File: config.mk
export PLATFORM = sky130hd
export DESIGN_NAME = itd_dabble
export DESIGN_NICKNAME = d
export VERILOG_FILES = /design/src/sv/assert_macros.svh /design/src/sv/itd_pkg.sv /design/src/sv/itd_dabble.sv
export SDC_FILE = /design/constraint.sdc
export NUM_CORES = 1
export LEC_CHECK = 0
export BUFFER_PORTS_ARGS = -buffer_cell sky130_fd_sc_hd__buf_2
export CORE_ASPECT_RATIO = 0.5
export CORE_UTILIZATION = 55
export DETAILED_ROUTE_END_ITERATION = 12
export GPL_TIMING_DRIVEN = 0
export HOLD_SLACK_MARGIN = 0.15
export PLACE_DENSITY = 0.75
export REMOVE_ABC_BUFFERS = 1
export SLEW_MARGIN = 20
export SYNTH_ARGS = -nofsm -noshare
export SYNTH_HDL_FRONTEND = slang
export SYNTH_SLANG_ARGS = --single-unit
File: constraint.sdc
create_clock -name i_clk -period 3.7 [get_ports i_clk]
set_input_delay 0.74 -clock i_clk [delete_from_list [all_inputs] [get_ports i_clk]]
set_output_delay 0.74 -clock i_clk [all_outputs]
set_load 0.01 [all_outputs]
File: src/sv/assert_macros.svh
// Assertion macros shared by the RTL of the decimal text converter.
// Depends on nothing; each macro expects i_clk and i_rst_n in scope.
`ifndef ASSERT_MACROS_SVH
`define ASSERT_MACROS_SVH

// Property checked on every rising edge outside reset
`define ASSERT_CLK(label, prop, msg) \
    label: assert property (@(posedge i_clk) disable iff (!i_rst_n) prop) \
        else $error(msg);

// Condition that must never hold outside reset
`define ASSERT_NEVER(label, expr, msg) \
    label: assert property (@(posedge i_clk) disable iff (!i_rst_n) !(expr)) \
        else $error(msg);

`endif

File: src/sv/itd_pkg.sv
// Package for the signed integer to decimal ASCII converter.
// Widths, character codes and the control struct of the BCD shift unit.
`default_nettype none

package itd_pkg;

    localparam int VALUE_BITS = 32;
    // Decimal digits needed for the largest magnitude, 2^(VALUE_BITS-1)
    localparam int DIGITS     = ((VALUE_BITS - 1) * 30103) / 100000 + 1;
    localparam int BCD_W      = 4 * DIGITS;
    localparam int CNT_W      = $clog2(VALUE_BITS + 1);
    localparam int LEFT_W     = $clog2(DIGITS + 1);

    localparam logic [7:0] CH_ZERO  = 8'h30;
    localparam logic [7:0] CH_NINE  = 8'h39;
    localparam logic [7:0] CH_MINUS = 8'h2D;

    // Commands to the BCD shift unit
    typedef struct packed {
        logic load;   // take a fresh magnitude, clear the digits
        logic step;   // one add-3 and shift step
        logic shift;  // drop the top digit, shift digits up
    } t_dab_ctrl;

endpackage

`default_nettype wire

File: src/sv/itd_dabble.sv
// BCD shift unit: converts a binary magnitude to packed BCD one bit per step
// (add 3 then shift), and shifts digits out from the top. Uses itd_pkg.
`default_nettype none

module itd_dabble
    import itd_pkg::*;
(
    input  wire logic                  i_clk,
    input  wire t_dab_ctrl             i_ctrl,
    input  wire logic [VALUE_BITS-1:0] i_mag,
    output logic      [3:0]            o_top_digit
);

    logic [VALUE_BITS-1:0] r_bin, n_bin;
    logic [BCD_W-1:0]      r_bcd, n_bcd;
    logic [BCD_W-1:0]      adj;

    // Add 3 to every digit of 5 or more before the shift
    always_comb begin
        for (int i = 0; i < DIGITS; i++) begin
            if (r_bcd[4*i +: 4] >= 4'd5) begin
                adj[4*i +: 4] = r_bcd[4*i +: 4] + 4'd3;
            end else begin
                adj[4*i +: 4] = r_bcd[4*i +: 4];
            end
        end
    end

    // Next state of the shift registers
    always_comb begin
        n_bin = r_bin;
        n_bcd = r_bcd;
        if (i_ctrl.load) begin
            n_bin = i_mag;
            n_bcd = '0;
        end else if (i_ctrl.step) begin
            n_bcd = {adj[BCD_W-2:0], r_bin[VALUE_BITS-1]};
            n_bin = {r_bin[VALUE_BITS-2:0], 1'b0};
        end else if (i_ctrl.shift) begin
            n_bcd = {r_bcd[BCD_W-5:0], 4'd0};
        end
    end

    always_ff @(posedge i_clk) begin
        r_bin <= n_bin;
        r_bcd <= n_bcd;
    end

    assign o_top_digit = r_bcd[BCD_W-1 -: 4];

endmodule

`default_nettype wire

==> summary.md <==
| Metric | Value |
|---|---|
| CP Cell Sequence | `buf_4 > nor2_4 > inv_2 > o221ai_1` |
| DRT iter0 DRCs | `245` |
| # diodes | `0` |
| CTS resizes | `0` |
| Hpwl dp | `just over 5000 um` |
| Post-synthesis area per instance | `around 10 um^2` |
| Max_cap viols | `0` |
| Post-DRT Antenna Nets | `0` |
| Fmax | `between 400 and 500 MHz` |
| I/O Buffers | `39` |
| Slew @ Worst Pin | `0.963 ns` |
| Core Box Area | `just under 7000 um^2` |
| Crit-path max FO | `77` |
| Worst clock skew | `0.00711 ns` |
| CP required | `3.86 ns` |
| Nets | `464` |
| Slowest CP cell | `inv_2` |
| Num CTS Buffers | `9` |
| Yosys warns | `0` |
| H-tree depth | `3` |
| Vert. Die Dim | `between 60 and 70 um` |
| Post-DR wirelength/cell | `between 15 and 20 um` |
| FF-to-FF End | `r_bcd[1]$_SDFFE_PP0P_` |
| WHS Endpoint | `r_bcd[0]$_SDFFE_PP0P_` |
| Post-synthesis register bit count | `between 70 and 80` |
| Hold Path Stages | `2` |
| Drt first pass iters | `4` |
| Worst Hold Launch | `r_bin[31]$_DFFE_PP_` |
| Final hold viol count | `0` |
| Syn Inst Count | `386` |
| Sink Count | `72` |
| Area Overhead vs Synth | `12.8%` |
| Die ar. | `roughly 7700 um^2` |
| Die Wd | `123 um` |
| Via density | `6.07` |
| Post-Route WL | `a little over 8000 um` |
| Largest family of logic cells by synthesized area | `compound AO/OA/AOI/OAI gates` |
| Vias in the first global route | `roughly 2900` |
| Gpl congestion | `0.773` |
| Reg-to-reg startpoint | `r_bcd[0]$_SDFFE_PP0P_` |
| Critical Path Max Stage Delay | `0.73 ns` |
| Reg clk slew, reported paths | `about 0.06 ns` |
| Startpoint Class | `input pin` |
| Overflow after GRT | `0` |
| Switching power of the nets | `between 0.4 and 0.5 mW` |
| Unique masters post-synth | `31` |
| Setup TNS Final | `0 ns` |
| Worst min path class | `flip-flop to flip-flop` |
| Synth Area in XOR/XNOR | `0%` |
| Post-CTS Setup Bufs | `0` |
| Pwr Density | `roughly 460 nW/um^2` |
| Layout cell share with drive strength beyond 1 | `approximately 15%` |
| Fin. max-slew vios | `0` |
| Register Area | `approximately 1800 um^2` |
| Area of the mapped netlist | `around 4000 um^2` |
| Outcome | `completed` |
| Arr. time, crit path | `between 2 and 2.5 ns` |
| Post-synthesis adder-cell area fraction | `a little over 6%` |
| Pin count of the biggest net entering global routing | `about 80` |
| Worst-case clock buffer depth | `2` |
| Clk_lat worst skew | `about 0.33 ns` |
| Hold Worst Slack | `between 0.5 and 0.6 ns` |
| Combinational power share | `a little under a tenth` |
| Compound-Gate Fraction of Synth Area | `15.6%` |
| Post-synthesis mux area share | `13.5%` |
| Final-report setup violation count | `0` |
| Clock Power Share | `a little under half` |
| Root Buffer | `clkbuf_16` |
| I/O pins | `40` |
| Fill count | `520` |
| P_int | `about 1.6 mW` |
| Unrepaired setup endpoints after global routing | `false` |
| Sw Ratio | `22.2%` |
| Initial antenna violation count | `0` |
| Hold-fix buffers, CTS | `0` |
| FF-to-FF setup slack | `2.05 ns` |
| Period Utilization, post-route | `between 60% and 70%` |
| Peak supply drop | `260 uV` |
| Simple-gate portion of the synthesized area | `between 10% and 20%` |
| Seq/Total Area, Yosys | `a little over two fifths` |
| Worst r2r path cells | `6` |
| Initial core utilization | `between 50 and 60%` |
| Num rows | `21` |
| Critical path buffers and inverters | `2` |
| First-pass GRT wire length | `~14000 um` |
| Leak | `between 1.5 and 2 nW` |
| Critical setup path kind | `input pin to flip-flop` |
| Reg power frac | `between 40 and 50%` |
| Gr usage total | `a little under a quarter` |
| # DRC | `0` |
| Post-layout minimum cycle time | `roughly 2.3 ns` |
| DR vias | `between 3000 and 4000` |
| Multi-input gate area | `between 2000 and 2500 um^2` |
| Worst rel slew slack | `a little over a third` |
| CP Capture Type | `flip-flop` |
| CTS tree | `yes` |
| CP top delay family | `buffers and inverters` |
metrics by stage:
stage | instances | util [%] | setup WS, ns | area (um^2) | power (mW)
floorplan | 357 | - | 2.08 | 3870 | 1.04
global placement | 488 | 60.7 | 0.516 | 4180 | 1.11
detailed placement | 489 | 61.2 | 0.711 | 4210 | 1.14
CTS | 505 | 66.2 | 1.04 | 4560 | 2.13
global route | 505 | 66.2 | 1.28 | 4560 | 2.19
finish | 505 | 66.2 | 1.42 | 4560 | 2.11
how the worst max path moves through the flow:
stage                          from                     end  slack [ns]  depth (start not counted)
final                     i_ctrl[1]   r_bcd[6]$_SDFFE_PP0P_        1.42                          4
after global routing      i_ctrl[1]   r_bcd[6]$_SDFFE_PP0P_        1.28                          4
after CTS                 i_ctrl[1]   r_bcd[6]$_SDFFE_PP0P_        1.04                          4
after detailed placement  i_ctrl[1]  r_bcd[29]$_SDFFE_PP0P_        0.71                          4
after global placement    i_ctrl[2]  r_bcd[34]$_SDFFE_PP0P_        0.52                          4
after floorplan           i_ctrl[2]  r_bin[0]$_SDFFCE_PN0P_        2.08                          2
power by group through the flow:
| stage | sequential [mW] | combinational, mW | clock [mW] |
|---|---|---|---|
| 5_1_grt | 0.928 | 0.221 | 1.04 |
| 3_3_place_gp | 0.932 | 0.182 | 0 |
| 4_1_cts | 0.921 | 0.201 | 1.01 |
| 6_report | 0.921 | 0.200 | 0.990 |
| 2_1_floorplan | 0.926 | 0.114 | 0 |
| 3_5_place_dp | 0.937 | 0.198 | 0 |
routing by layer:
layer  up-vias  wire (um)  global-route usage [%]
met3         5        396                    5.66
met5         -          0                       0
met1      1490       3780                    29.5
met4         0         54                    6.17
li1       1494          -                       -
met2        74       4080                    38.5
registers in the layout, summed over array words and instances, names as in the netlist:
register / flops
r_bin: 32
r_bcd: 40
area by class of cell:
class / count / area share, %
timing repair buffer: 40 / 5.00
sequential: 72 / 38.6
multi-input combinational: 264 / 44.5
tap: 92 / 2.53
inverter: 21 / 1.73
clock buffer: 10 / 5.02
clock inverter: 6 / 2.55
cell usage in the layout, fill, tap and decap left out, types with 2 or more instances in the layout:
cell	count
a211oi_1	18
a21oi_1	30
a32oi_1	9
buf_2	37
buf_4	2
bufinv_16	3
clkbuf_16	9
clkinv_4	2
dfxtp_1	40
edfxtp_1	32
ha_1	20
inv_1	20
mux2_1	37
mux2i_1	13
nand2_1	18
nand2b_1	11
nand4b_1	19
nor2_1	24
nor3b_1	16
nor3b_2	3
o21ai_0	9
o21ai_1	11
o221ai_1	13
o311ai_1	6
cell families (layout without fill, tap and decap cells):
kind of cell,after synthesis,after routing
buf+inv,50,77
mux,50,50
flops,72,72
compound gates,96,96
simple gates,98,98
fa+ha+maj,20,20
cells in the mapped netlist (all sizes together):
master | number | area (um^2)
o311ai | 6 | 52.6
nand4b | 19 | 166
or4b | 1 | 10.0
nand3 | 1 | 5.00
buf | 23 | 150
clkbuf | 6 | 22.5
and2 | 1 | 6.26
nand2 | 18 | 67.6
a32oi | 9 | 78.8
inv | 21 | 78.8
nor3 | 1 | 5.00
o221ai | 13 | 114
nand3b | 1 | 7.51
mux2i | 13 | 130
nor2 | 25 | 101
ha | 20 | 250
nand2b | 11 | 68.8
o21ai | 20 | 100
a21oi | 30 | 150
nor3b | 19 | 158
dfxtp | 40 | 801
nor2b | 1 | 6.26
mux2 | 37 | 417
edfxtp | 32 | 961
a211oi | 18 | 135
worst min-delay path: stages (launching register included):
cell,delay [ns]
edfxtp_1,0.33
a21oi_1,0.06
nor2_1,0.08
(Power assumes the default switching activity.)
